File: src/hw/rtl/mipc_skid.sv
module mipc_skid #(
    parameter int W = 8
) (
    input  logic         aclk,
    input  logic         aresetn,
    input  logic         s_valid,
    output logic         s_ready,
    input  logic [W-1:0] s_data,
    input  logic         en,
    output logic         out_valid,
    output logic [W-1:0] out_data
);

    logic         full_reg;
    logic         full_next;
    logic [W-1:0] buf_reg;

    // The buffer holds a request that arrived while the pipeline was stalled.
    assign s_ready   = !full_reg;
    assign out_valid = full_reg || s_valid;
    assign out_data  = full_reg ? buf_reg : s_data;

    always_comb begin
        full_next = full_reg;
        if (en) begin
            full_next = 1'b0;
        end else if (s_valid && !full_reg) begin
            full_next = 1'b1;
        end
    end

    always_ff @(posedge aclk) begin
        if (!aresetn) begin
            full_reg <= 1'b0;
        end else begin
            full_reg <= full_next;
        end
    end

    always_ff @(posedge aclk) begin
        if (!en && s_valid && !full_reg) begin
            buf_reg <= s_data;
        end
    end

endmodule

File: config.mk
export PLATFORM = sky130hd
export DESIGN_NAME = mipc_skid
export DESIGN_NICKNAME = d
export VERILOG_FILES = /design/src/hw/rtl/mipc_skid.sv
export SDC_FILE = /design/constraint.sdc
export NUM_CORES = 1
export LEC_CHECK = 0
export BUFFER_PORTS_ARGS = -buffer_cell sky130_fd_sc_hd__buf_2
export CELL_PAD_IN_SITES_DETAIL_PLACEMENT = 0
export CELL_PAD_IN_SITES_GLOBAL_PLACEMENT = 1
export CORE_MARGIN = 1
export CORE_UTILIZATION = 29
export CTS_CLUSTER_SIZE = 24
export DETAILED_ROUTE_END_ITERATION = 8
export HOLD_SLACK_MARGIN = 0.08
export PLACE_DENSITY_LB_ADDON = 0.3
export SETUP_SLACK_MARGIN = 0.4
export SLEW_MARGIN = 20
export SYNTH_ARGS = -nofsm -noshare
export SYNTH_HDL_FRONTEND = slang
export SYNTH_SLANG_ARGS = --single-unit
File: constraint.sdc
create_clock -name aclk -period 1.7 [get_ports aclk]
set_clock_uncertainty 0.2 [all_clocks]
set_input_delay 0.34 -clock aclk [delete_from_list [all_inputs] [get_ports aclk]]
set_output_delay 0.34 -clock aclk [all_outputs]
set_load 0.05 [all_outputs]
==> summary.txt <==
Core area -> 1318 um^2
Largest register FFs -> 8
RSZ-0062 raised after global routing -> yes
Leakage dissipation -> 0.3480 nW
Flops & latches, synth -> 9
Post-Synthesis Cell Area -> 417.9 um^2
Worst setup SP type -> flop
Initial Util -> 0.3172
Worst Setup End Kind -> output port
Max IR drop VDD -> 482.0 uV
Initial antenna violation count -> 0
Pint -> 0.4334 mW
Multi-input logic area -> 153.9 um^2
Sw frac -> 0.2792
Sink Count -> 9
Final setup fails -> 8
GRT overflow -> 0
Routed Antenna Nets -> 0
Hold Path Class -> in2reg
Routability Congestion -> 0.6069
Setup_tns -> -0.1344 ns
CTS Buf Count -> 3
I/O pins -> 22
Reg area -> 264.0 um^2
R2R setup slack -> 0.14 ns
Compound-Gate Fraction of Synth Area -> 0
Max transition margin -> 0.8873
Post-layout min period -> 1.732 ns
Final hold vios -> 0
Startpoint of the worst hold path -> s_data[2]
CTS Buffer Depth -> 2
Sequential-to-total area share from yosys stat -> 0.6228
Final period util -> 1.019
Critical Path AT -> 1.19 ns
Mux cell area share after synthesis -> 0.2874
Synth cell types -> 8
Main combinational cell family by area after synthesis -> multiplexers
Iter 0 DRT Violations -> 4
WL/cell -> 11.50 um
Max Cap Viol -> 0
Clock Power Share -> 0.264
Total Nets Final -> 72
Mapped Avg Cell Area -> 19.00 um^2
Synth top area share -> 0.5749
DRC Markers -> 0
Largest net degree at the start of global routing -> 8
Share of layout cells above drive strength 1 -> 0.7119
DRT Wirelength -> 851 um
Clk pin slew, worst setup/hold paths -> 0.06 ns
Finished Cell Area -> 780.7 um^2
Area after DPL -> 543.0 um^2
Fillers -> 98
Seq pwr share -> 0.424
Critical path fanouts, max -> 4
Comb pwr share -> 0.312
Area growth from synthesis to final layout -> 86.83%
Vias in the first global route -> 340
Mapped Cells -> 22
PortBufs -> 21
Die ar. -> 1597 um^2
GRT Resource Usage Total -> 0.1351
Status -> complete, but fails checks
Sw power -> 0.1679 mW
FP Rows -> 13
Critical Path Sink -> out_data[5]
Largest area contributor in the netlist -> edfxtp_1
Slew Limit Fails -> 0
Critical Path Source -> full_reg
R2R Path Start -> full_reg
Post-DR vias/cell -> 4.500
Die height -> 39.96 um
F_max -> 577.5 MHz
Setup CP Type -> reg2out
Failing checks -> negative setup slack
Most frequent cells in the layout -> buf_2 (11), buf_6 (11), mux2_4 (8), edfxtp_1 (8), dlygate4sd3_1 (6)
Ant. Diodes -> 0
Post-Synth XOR/XNOR Area -> 0
Clock latency on the worst-skew pair -> 0.25 ns
Die width -> 39.96 um
Synth Net Count -> 34
Post-synthesis adder-cell area fraction -> 0
DR vias -> 333
CTS tree -> done
Largest cells by area after synthesis -> edfxtp_1 (57%), mux2_4 (29%), dfxtp_1 (4.8%), buf_6 (2.7%), and3b_1 (2.1%)
Global-route wire length before repair -> 1.380 mm
Synth warn -> 0
WP data required -> 1.16 ns
Synth Area in Simple Gates -> 0.05389
Pwr dens -> 770.1 nW/um^2
Clock root cell -> clkbuf_4
R2R Path End -> buf_reg[4]
Total power -> 0.6012 mW
Setup ws final -> -0.03151 ns
Drt first pass iters -> 3
Worst Reg-to-Reg Cells -> 5
Pin slew with the least headroom to its limit -> 0.1689 ns
H-tree level count -> 1
[power groups by stage]
stage | Sequential (mW) | Combinational, mW | Clock (mW)
after floorplan | 0.259 | 0.102 | 0
after global placement | 0.264 | 0.124 | 0
after detailed placement | 0.265 | 0.125 | 0
after CTS | 0.254 | 0.182 | 0.164
after global routing | 0.255 | 0.198 | 0.173
final | 0.255 | 0.188 | 0.159
[routing by layer]
| layer | share of wire | vias up | global-route usage |
|---|---|---|---|
| met2 | 0.53 | 12 | 0.2298 |
| met5 | 0 | - | 0 |
| li1 | - | 160 | - |
| met1 | 0.42 | 159 | 0.1625 |
| met4 | 0.0047 | 0 | 0.07759 |
| met3 | 0.043 | 2 | 0.01667 |
[how the worst min path moves through the flow]
stage | end | slack [ns] | depth (start not counted)
global route | buf_reg[7] | 0.08 | 1
floorplan | buf_reg[0] | 0.24 | 0
detailed placement | buf_reg[0] | 0.33 | 1
CTS | buf_reg[3] | 0.08 | 1
finish | buf_reg[2] | 0.09 | 1
global placement | buf_reg[5] | 0.33 | 1
[worst max-delay path: stages, from the launching register on]
cell and delay, ns:
dfxtp_4 0.36, buf_6 0.12, mux2_4 0.31, buf_6 0.15
[final cells by class]
| class | count | area share |
|---|---|---|
| Clock buffer | 4 | 0.03365 |
| Inverter | 1 | 0.004808 |
| Multi-Input combinational cell | 11 | 0.1971 |
| Sequential cell | 9 | 0.3381 |
| Tap cell | 15 | 0.02404 |
| Timing Repair Buffer | 34 | 0.4022 |
[cell usage after synthesis, drive strengths merged]
| library cell | n |
|---|---|
| mux2 | 8 |
| dfxtp | 1 |
| or2 | 1 |
| inv | 1 |
| buf | 1 |
| and3b | 1 |
| edfxtp | 8 |
| nor3b | 1 |
[per-stage QoR]
stage / utilization / std cells / setup WS (ns) / hold slack (ns)
floorplan: - / 22 / 0.3144 / 0.2389
CTS: 0.5736 / 72 / -0.03562 / 0.08220
finish: 0.5926 / 74 / -0.03151 / 0.08633
detailed placement: 0.4122 / 57 / 0.08952 / 0.3349
global placement: 0.4122 / 57 / 0.1064 / 0.3331
global route: 0.5926 / 74 / -0.06803 / 0.08236
[cells by family after synthesis]
| kind of cell | after synthesis |
|---|---|
| simple gates | 3 |
| mux | 8 |
| buf+inv | 2 |
| flops | 9 |
[repair_timing]
action	in CTS	in global routing
pin swaps	1	1
hold endpoints to repair	5	1
setup buffers	6	1
endpoints found under the setup margin	18	18
gates cloned	0	0
gates resized for setup	29	3
hold buffers	5	1
Note: power is estimated with default switching activity, not from simulation.
