$ cat src/hw/rtl/mipc_pkg.sv
package mipc_pkg;

    // Configuration register indexes, in the order of the register list.
    localparam int unsigned CFG_INDEX_BITS = 2;

    typedef enum logic [CFG_INDEX_BITS-1:0] {
        CFG_BOX_LEN_X   = 2'd0,
        CFG_BOX_LEN_Y   = 2'd1,
        CFG_BOX_LEN_Z   = 2'd2,
        CFG_CUTOFF      = 2'd3
    } cfg_reg_t;

    // Periodic image offset, two-bit two's complement.
    typedef logic [1:0] img_t;

    localparam img_t IMG_NEG  = 2'b11;
    localparam img_t IMG_ZERO = 2'b00;
    localparam img_t IMG_POS  = 2'b01;

endpackage

$ cat src/hw/rtl/mipc_axis.sv
module mipc_axis #(
    parameter int COORD_BITS = 24
) (
    input  logic                         aclk,
    input  logic                         en,
    input  logic [COORD_BITS-1:0]        first,
    input  logic [COORD_BITS-1:0]        second,
    input  logic [COORD_BITS-1:0]        box_len,
    output logic signed [COORD_BITS:0]   disp,
    output mipc_pkg::img_t               img,
    output logic [2*COORD_BITS-1:0]      sq
);

    localparam int DISP_W = COORD_BITS + 1;
    localparam int SQ_W   = 2 * COORD_BITS;

    // Stage 1: raw difference, its magnitude and its direction.
    logic [DISP_W-1:0]        diff_ba;
    logic [DISP_W-1:0]        diff_ab;
    logic signed [DISP_W-1:0] d1_reg;
    logic                     pos1_reg;
    logic [COORD_BITS-1:0]    mag1_reg;

    assign diff_ba = {1'b0, second} - {1'b0, first};
    assign diff_ab = {1'b0, first} - {1'b0, second};

    always_ff @(posedge aclk) begin
        if (en) begin
            d1_reg   <= signed'(diff_ba);
            pos1_reg <= diff_ab[COORD_BITS];
            mag1_reg <= diff_ab[COORD_BITS] ? diff_ba[COORD_BITS-1:0]
                                            : diff_ab[COORD_BITS-1:0];
        end
    end

    // Stage 2: half-box test as 2*|d| >= L and the shift by one box length.
    logic                     far;
    logic signed [DISP_W-1:0] len_s;
    logic signed [DISP_W-1:0] d_minus;
    logic signed [DISP_W-1:0] d_plus;
    logic signed [DISP_W-1:0] disp2_reg;
    mipc_pkg::img_t           img2_reg;

    assign far     = {mag1_reg, 1'b0} >= {1'b0, box_len};
    assign len_s   = signed'({1'b0, box_len});
    assign d_minus = d1_reg - len_s;
    assign d_plus  = d1_reg + len_s;

    always_ff @(posedge aclk) begin
        if (en) begin
            if (!far) begin
                disp2_reg <= d1_reg;
                img2_reg  <= mipc_pkg::IMG_ZERO;
            end else if (pos1_reg) begin
                disp2_reg <= d_minus;
                img2_reg  <= mipc_pkg::IMG_NEG;
            end else begin
                disp2_reg <= d_plus;
                img2_reg  <= mipc_pkg::IMG_POS;
            end
        end
    end

    // Stage 3: magnitude of the shifted displacement, which always fits the coordinate width.
    logic signed [DISP_W-1:0] neg2;
    logic [COORD_BITS-1:0]    amag3_reg;
    logic signed [DISP_W-1:0] disp3_reg;
    mipc_pkg::img_t           img3_reg;

    assign neg2 = -disp2_reg;

    always_ff @(posedge aclk) begin
        if (en) begin
            amag3_reg <= disp2_reg[COORD_BITS] ? neg2[COORD_BITS-1:0]
                                               : disp2_reg[COORD_BITS-1:0];
            disp3_reg <= disp2_reg;
            img3_reg  <= img2_reg;
        end
    end

    // Stage 4: square.
    logic [SQ_W-1:0]          sq4_reg;
    logic signed [DISP_W-1:0] disp4_reg;
    mipc_pkg::img_t           img4_reg;

    always_ff @(posedge aclk) begin
        if (en) begin
            sq4_reg   <= SQ_W'(amag3_reg) * SQ_W'(amag3_reg);
            disp4_reg <= disp3_reg;
            img4_reg  <= img3_reg;
        end
    end

    assign disp = disp4_reg;
    assign img  = img4_reg;
    assign sq   = sq4_reg;

endmodule

$ cat config.mk
export PLATFORM = sky130hd
export DESIGN_NAME = mipc_axis
export DESIGN_NICKNAME = d
export VERILOG_FILES = /design/src/hw/rtl/mipc_pkg.sv /design/src/hw/rtl/mipc_axis.sv
export SDC_FILE = /design/constraint.sdc
export NUM_CORES = 2
export LEC_CHECK = 0
export BUFFER_PORTS_ARGS = -buffer_cell sky130_fd_sc_hd__clkbuf_2
export CORE_ASPECT_RATIO = 1.4
export CORE_MARGIN = 3
export CORE_UTILIZATION = 55
export CTS_BUF_LIST = sky130_fd_sc_hd__clkbuf_16
export DETAILED_ROUTE_END_ITERATION = 12
export HOLD_SLACK_MARGIN = 0.15
export PLACE_DENSITY = 0.83
export SYNTH_ARGS = -nofsm -noshare
export SYNTH_HDL_FRONTEND = slang
export SYNTH_SLANG_ARGS = --single-unit
$ cat constraint.sdc
create_clock -name aclk -period 8.73 [get_ports aclk]
set_input_delay 1.3095 -clock aclk [delete_from_list [all_inputs] [get_ports aclk]]
set_output_delay 1.3095 -clock aclk [all_outputs]
set_load 0.01 [all_outputs]
==> reports/metrics.yaml <==
run_status:
  outcome: "completed"
synthesis:
  synthDistinctLibCells: 76
  synth_edf_count: 199
  ys_seq_area_share_pct: 21.0
  synth_warnings: 0
  yosys.area.top_type: "fa_1"
  synth.area.top_cells: "fa_1 (30%), edfxtp_1 (21%), ha_1 (12%), inv_1 (9.2%), xnor2_1 (3.4%)"
  yosys_register_bits: 199
  ys.flop_type: "edfxtp_1"
  synth_cells: 2937
  synthDominantCellAreaShare_pct: 29.9
  synthMostInstantiatedCell: "inv_1"
  ys_async_sr_fraction_pct: 0
  syn-num-nets: 3711
  syn_avg_cell_area_um2: 9.69
  synthesis.area_mm2: 0.0285
  synthTopCellsByCount: "inv_1 (694), fa_1 (425), ha_1 (275), nand2_1 (231), edfxtp_1 (199)"
timing:
  rsz0062_at_grt: "no"
  period_needed_ns: 7.81
  maxSlewViolCount: 0
  max_freq_mhz: 128
  relSlewSlack_pct: 35.2
  setup_violations: 0
  final_critical_path_setup_slack_ns: 0.922
  timing.final.crit_share_pct: 89.4
  worst_pin_slew_ns: 0.972
  fin_setup_tns_ns: 0
  finalHoldViolCount: 0
  clock_skew_ns: 0.0276
die:
  rows: 98
  die_h_um: 275
  start_util_pct: 55.7
  core_mm2: 0.0511
  dieArea_mm2: 0.0545
  die_x_um: 198
  io_pins: 149
detailed_routing:
  vias_per_cell: 5.66
  vias: 20900
  wl_mm: 71.0
  wire_per_inst_um: 19.2
  drt_iter0_drc: 1435
  ant_nets: 0
  dr.pass1.iters: 5
  drc: 0
global_routing:
  track_usage_pct: 26.8
  grt_pass1_wl_mm: 114
  grt_max_degree: 102
  grt_pass1_vias: 22900
  grt_overflow: 0
  antenna_found_initial: 0
clocking:
  cts_resized: 0
  cts-htree-levels: 4
  cts_setup_buffers: 0
  cts-hold-fix-buffers: 0
  clockRootBuffer: "clkbuf_16"
  path_clk_slew_ns: 0.10
  cts_buffers: 17
  insertion_delay_ns: 0.48
  cts_tree: "done"
  cts_buffer_depth: 2
  numClockSinks: 199
critical_path:
  crit_type: "flip-flop to flip-flop"
  r2r_cells: 23
  cp.required_ns: 8.95
  end_kind: "flip-flop"
  arrival_ns: 8.03
  path_max_fanout: 16
  start_kind: "flip-flop"
placed_design:
  gp_congestion: 0.970
  place_ws_ns: 1.06
  dp_hpwl_mm: 59.2
  io_buffers: 147
cells_and_area:
  num_antenna_cells: 0
  areaGrowthSynthToFinish_pct: 6.97
  multiInputGateArea_mm2: 0.0195
  largest_reg_flops: 47
  final_nets: 3804
  fillers: 4259
  ff_latch_area_mm2: 0.00598
  drive_above_1_share_pct: 8.02
worst_hold_path:
  hold_class: "flip-flop to flip-flop"
  hold_path_depth: 0
job:
  drv_cap: 0
==> cell type report <==
| class | count | area share (%) |
|---|---|---|
| Clock buffer | 17 | 1.40 |
| Inverter | 696 | 8.58 |
| Tap cell | 650 | 2.67 |
| Clock inverter | 15 | 0.633 |
| Timing Repair Buffer | 176 | 3.16 |
| Multi-Input combinational cell | 1940 | 63.9 |
| Sequential cell | 199 | 19.6 |
==> worst max-delay path, cell delays in order, from the launching register on <==
cell and delay [ns]:
edfxtp_1 0.63, buf_4 0.32, nand2_1 0.11, fa_1 0.56, inv_1 0.07, fa_1 0.53
inv_1 0.06, fa_1 0.45, fa_1 0.54, inv_1 0.06, fa_1 0.47, fa_1 0.55
inv_1 0.06, fa_1 0.49, inv_1 0.05, ha_1 0.37, a21o_1 0.21, a21o_1 0.16
a2111oi_0 0.81, o21ai_0 0.33, nand4b_1 0.28, a31oi_1 0.14, o22ai_1 0.20, xnor2_1 0.09
==> per-layer routing <==
metal	routed length [um]	share of wire, %	GRT usage (%)	up-vias
met1	22900	32	26.9	10300
met4	5280	7.4	17.1	0
met3	3780	5.3	3.71	287
li1	-	-	-	9497
met5	0	0	0	-
met2	39100	55	51.5	800
==> logic make-up (layout without fill, tap and decap cells) <==
logic type	count (synthesis)	count (layout)	share of synthesized area, %
buffers and inverters	798	904	10.6
AND/OR/NAND/NOR	607	607	10.4
XOR/XNOR	154	154	4.74
flip-flops	199	199	21.0
multiplexers	35	35	1.31
other	1	1	0.0132
AO/OA/AOI/OAI	443	443	9.94
adder cells (fa/ha/maj)	700	700	42.0
==> path summary, 6_finish.rpt <==
check                                              to  slack (ns)                       from
worst min register to register  img3_reg[0]$_DFFE_PP_        0.43  img2_reg[0]$_SDFFCE_PP0P_
worst max-delay path                 sq[46]$_DFFE_PP_        0.92     amag3_reg[2]$_DFFE_PP_
worst min-delay path            img3_reg[0]$_DFFE_PP_        0.43  img2_reg[0]$_SDFFCE_PP0P_
worst max register to register       sq[46]$_DFFE_PP_        0.92     amag3_reg[2]$_DFFE_PP_
==> placed cells by master (no fill, tap or decap), types with 62 or more instances in the layout <==
cell type / instances
o21ai_0: 81
nor2_1: 102
inv_1: 694
a21oi_1: 136
nand2_1: 231
fa_1: 425
xnor2_1: 111
and2_1: 116
clkbuf_2: 146
ha_1: 275
a21o_1: 62
edfxtp_1: 199
==> through the flow <==
step                      hold WS, ns  util [%]  area [um2]  cells
final                           0.425      59.5       30400   3693
after global routing            0.428      59.5       30400   3693
after CTS                       0.427      59.5       30400   3693
after detailed placement        0.405      58.3       29800   3661
after global placement          0.401      58.3       29800   3661
after floorplan                 0.400         -       28500   2937
Power is not shown: default switching activity piles up to over one toggle a cycle in this logic, so the estimate is an artifact.
