$ cat config.mk
export PLATFORM = sky130hd
export DESIGN_NAME = mipc_sqrt
export DESIGN_NICKNAME = d
export VERILOG_FILES = /design/src/hw/rtl/mipc_sqrt.sv
export SDC_FILE = /design/constraint.sdc
export NUM_CORES = 2
export LEC_CHECK = 0
export ABC_CLOCK_PERIOD_IN_PS = 9500
export BUFFER_PORTS_ARGS = -buffer_cell sky130_fd_sc_hd__buf_4
export CORE_MARGIN = 4
export CORE_UTILIZATION = 45
export CTS_CLUSTER_DIAMETER = 200
export CTS_CLUSTER_SIZE = 8
export DETAILED_ROUTE_END_ITERATION = 8
export GPL_ROUTABILITY_DRIVEN = 0
export GPL_TIMING_DRIVEN = 0
export SLEW_MARGIN = 20
export SYNTH_ARGS = -nofsm -noshare
export SYNTH_HDL_FRONTEND = slang
export SYNTH_SLANG_ARGS = --single-unit
$ cat constraint.sdc
create_clock -name aclk -period 9.5 [get_ports aclk]
set_input_delay 1.425 -clock aclk [delete_from_list [all_inputs] [get_ports aclk]]
set_output_delay 1.425 -clock aclk [all_outputs]
set_load 0.05 [all_outputs]
$ cat src/hw/rtl/mipc_sqrt.sv
module mipc_sqrt #(
    parameter int ROOT_W = 25,
    parameter int SIDE_W = 8
) (
    input  logic                  aclk,
    input  logic                  aresetn,
    input  logic                  en,
    input  logic                  in_valid,
    input  logic [2*ROOT_W-1:0]   in_radicand,
    input  logic [SIDE_W-1:0]     in_side,
    output logic                  out_valid,
    output logic [ROOT_W-1:0]     out_root,
    output logic [SIDE_W-1:0]     out_side
);

    localparam int RAD_W = 2 * ROOT_W;
    localparam int REM_W = ROOT_W + 3;

    // Stage 0 registers the radicand; stage k settles root bit ROOT_W-k.
    logic              vld_reg  [ROOT_W+1];
    logic [ROOT_W-1:0] root_reg [ROOT_W+1];
    logic [SIDE_W-1:0] side_reg [ROOT_W+1];
    logic [RAD_W-1:0]  rad_reg  [ROOT_W];
    logic [REM_W-1:0]  rem_reg  [ROOT_W];

    always_ff @(posedge aclk) begin
        if (!aresetn) begin
            vld_reg[0] <= 1'b0;
        end else if (en) begin
            vld_reg[0] <= in_valid;
        end
    end

    always_ff @(posedge aclk) begin
        if (en) begin
            rad_reg[0]  <= in_radicand;
            rem_reg[0]  <= '0;
            root_reg[0] <= '0;
            side_reg[0] <= in_side;
        end
    end

    for (genvar k = 1; k <= ROOT_W; k++) begin : g_step
        logic [REM_W-1:0] rem_sh;
        logic [REM_W-1:0] trial;
        logic [REM_W-1:0] rem_sub;
        logic             ge;

        assign rem_sh  = {rem_reg[k-1][REM_W-3:0], rad_reg[k-1][RAD_W-1 -: 2]};
        assign trial   = {1'b0, root_reg[k-1], 2'b01};
        assign ge      = rem_sh >= trial;
        assign rem_sub = rem_sh - trial;

        always_ff @(posedge aclk) begin
            if (!aresetn) begin
                vld_reg[k] <= 1'b0;
            end else if (en) begin
                vld_reg[k] <= vld_reg[k-1];
            end
        end

        always_ff @(posedge aclk) begin
            if (en) begin
                root_reg[k] <= {root_reg[k-1][ROOT_W-2:0], ge};
                side_reg[k] <= side_reg[k-1];
            end
        end

        if (k < ROOT_W) begin : g_carry
            always_ff @(posedge aclk) begin
                if (en) begin
                    rem_reg[k] <= ge ? rem_sub : rem_sh;
                    rad_reg[k] <= {rad_reg[k-1][RAD_W-3:0], 2'b00};
                end
            end
        end
    end

    assign out_valid = vld_reg[ROOT_W];
    assign out_root  = root_reg[ROOT_W];
    assign out_side  = side_reg[ROOT_W];

endmodule

==> run summary <==
status -> finished, final reports clean
Worst-Skew Late Latency -> 0.87 ns
CTS tree -> yes
final worst slack -> 5.16 ns
via count -> 44,200
Antenna Diode Count -> 0
ys flop type -> edfxtp_1
layout cells sized above 1 -> 8.46%
first-pass GRT wire length -> 228 mm
largest net degree at the start of global routing -> 158
Non-Filler Instances -> 8,366
drt pass-1 iters -> 5
max-slew headroom at the worst pin -> 34.7%
maximum capacitance violations -> 0
register area -> 54,000 sq um
sequential area share after synthesis -> 68.7%
Hold Path Sink -> rad_reg[2][27]
Mapped Area -> 78,600 sq um
post_cts resized -> 0
nets -> 6,437
Site Rows -> 153
die width -> 426 um
setup violators final -> 0
synth warn -> 0
Max Buffers Root-to-Sink -> 4
FF-to-FF path depth -> 10
slowest cell on the critical path -> clkbuf_1
Unique masters post-synth -> 77
Adder-Cell Fraction of Synth Area -> 5.60%
synthesized area per cell -> 13.9 sq um
hold path depth -> 0
met2 Usage GRT -> 24.7%
Fmax achieved -> 230 MHz
#FFs+latches synth -> 1,798
Critical Path Max Stage Delay -> 0.57 ns
Final Max Tran Viols -> 0
Synth Instances -> 5,639
Period minus WS final -> 4.34 ns
Synth Area in Simple Gates -> 8.65%
crit path launch type -> flip-flop
Syn Nets -> 6,053
antenna violations before repair -> 3
Worst R2R Start -> rem_reg[1][171]
Compound-Gate Fraction of Synth Area -> 8.05%
Leak Pwr -> 0.0340 uW
area delta synth->final -> 14.1%
core area -> 174,000 sq um
largest family of logic cells by synthesized area -> simple AND/OR/NAND/NOR gates
I/O pins -> 96
cell mode on critical path -> clkbuf_1
Buffers on Ports -> 95
max reg flops -> 650
GR peak layer -> met2
Detail Placement HPWL -> 96.4 mm
HP Start -> rad_reg[1][75]
# fillers -> 14,700
clk slew on worst S/H paths -> 0.05 ns
vias in the first global route -> 44,000
Worst Path Max Fanout -> 10
die area -> 181,000 sq um
Worst Path Required -> 10.05 ns
part of the cycle the worst path needs -> 45.7%
GRT Total Usage -> 15.5%
worst path bufs/invs -> 2
global-route met1 utilization -> 21.2%
worst clock skew -> 0.0497 ns
PD cells -> 243 nW/um^2
H-tree levels -> 5
routing usage on met3 -> 3.17%
RSZ-0062 raised after global routing -> no
CTS sink cnt -> 1,798
hold_ws -> 0.388 ns
final WL -> 140 mm
Initial Util -> 45.2%
peak supply drop -> 0.174 mV
Inst Count DP -> 8,072
multi-input logic area -> 22,600 sq um
CP Capture Type -> flip-flop
Post-synth EDFFs -> 1,797
CP Cell Sequence -> ha_1 -> nand4_1 -> a211oi_1 -> o31ai_1 -> a31oi_1 -> a221oi_1 -> nand2_1 -> clkbuf_1 -> clkbuf_1 -> a21oi_1
DR iter-0 viols -> 3,449
CP top delay family -> compound AO/OA/AOI/OAI gates
Final Hold Fails -> 0
Post-Synth XOR/XNOR Area -> 5.47%
Overall Power -> 21,800 uW
WL per Instance -> 16.7 um
Post-synth ARST share -> 0%
setup TNS -> 0 ns
total congestion overflow -> 0
R2R Path End -> rem_reg[1][216]
Hold Path Class -> reg2reg
R2R Setup Slk -> 5.16 ns
vias per cell -> 5.29
Worst EP arrival -> 4.89 ns
post-CTS setup buffers -> 0
Worst Max-Slew Pin Slew -> 0.970 ns
pre-CTS setup slack -> 4.37 ns
Num CTS Buffers -> 274
Antenna Nets Post-Route -> 0
root buffer cell -> clkbuf_16
residual DRC count -> 0
hold buffers post-CTS -> 0
Setup CP Type -> reg2reg
Die Height -> 426 um
mux share of post-synthesis cell area -> 0.911%
==> routing by layer <==
metal / vias to the layer above / wire (um)
met5: - / 0
met4: 0 / 3840
met3: 314 / 8460
met2: 1181 / 65100
met1: 21200 / 62500
li1: 21600 / -
==> cells in the mapped netlist (23+ instances only) <==
cell type     n  area (sq um)
o21ai_0     265          1330
nand3_1      79           395
or4_1        25           188
or2_2        26           163
o21bai_1     29           218
o21a_1       58           435
ha_1        352          4400
nor4_1       68           425
a211oi_1     24           180
nor2_1      333          1250
or3_1        61           382
nand2_1     348          1310
mux2_2       60           676
nand4_1      51           319
nor3_1      121           606
inv_1       438          1640
nor2b_1      55           344
a31oi_1      23           144
and2_1       24           150
nand2b_1     61           382
xor2_1      230          2010
xnor2_1     261          2290
clkbuf_1     80           300
a21o_1      113           848
a21oi_1     335          1680
edfxtp_1   1797         54000
and3_1       52           325
o31ai_1      26           195
==> cell families (layout without fill, tap and decap cells) <==
| family | count (synthesis) | in the layout |
|---|---|---|
| buf+inv | 538 | 940 |
| compound gates | 1026 | 1026 |
| xor+xnor | 491 | 491 |
| fa+ha+maj | 352 | 352 |
| flops | 1798 | 1798 |
| other cells | 1 | 1 |
| mux | 64 | 64 |
| simple gates | 1369 | 1369 |
==> metrics by stage <==
step / utilization [%] / instance area (sq um)
2_1_floorplan: - / 78600
3_3_place_gp: 47.3 / 82200
3_5_place_dp: 47.5 / 82600
4_1_cts: 51.6 / 89700
5_1_grt: 51.6 / 89700
6_report: 51.6 / 89700
==> how the worst max path moves through the flow <==
stage / start / end / slack, ns / cells after the start
floorplan: rem_reg[0][92] / rem_reg[0][129] / 6.37 / 9
global placement: en / vld_reg[5] / -8.82 / 3
detailed placement: en / rad_reg[5][92] / 4.37 / 6
CTS: rem_reg[1][171] / rem_reg[1][209] / 5.30 / 10
global route: rem_reg[1][171] / rem_reg[1][205] / 4.94 / 10
finish: rem_reg[1][171] / rem_reg[1][216] / 5.16 / 10
==> report_power, final <==
part / leakage, uW / switching [uW] / internal, uW / total, uW
Sequential: 0.0173 / 480 / 9870 / 10400
Clock: 0.00348 / 3040 / 5110 / 8150
Combinational: 0.0132 / 1890 / 1420 / 3310
Total: 0.0340 / 5410 / 16400 / 21800
==> placed cells by master, fill, tap and decap left out, types with 51 or more instances in the layout <==
cell	instances
mux2_2	60
o21a_1	58
or3_1	61
nor4_1	68
a21oi_1	335
xor2_1	230
buf_4	103
nor3_1	120
a21o_1	113
nor2_1	333
nand4_1	51
ha_1	352
clkbuf_1	88
inv_1	438
nand2_1	348
edfxtp_1	1797
nand2b_1	60
nor2b_1	55
and3_1	52
nand3_1	79
o21ai_0	265
xnor2_1	261
clkbuf_16	278
==> area by class of cell <==
type	instances	share of cell area [%]
Buffer	99	0.453
Clock buffer	286	7.79
Clock inverter	8	0.0977
Inverter	439	1.84
Multi-Input combinational cell	3303	25.2
Sequential cell	1798	60.2
Tap cell	2325	3.24
Timing Repair Buffer	108	1.22
==> worst register-to-register path: stages (launching register included) <==
cell	delay, ns
edfxtp_1	0.41
ha_1	0.43
nand4_1	0.21
a211oi_1	0.44
o31ai_1	0.23
a31oi_1	0.53
a221oi_1	0.25
nand2_1	0.32
clkbuf_1	0.50
clkbuf_1	0.57
a21oi_1	0.16
Power figures use the tool's default switching activity.
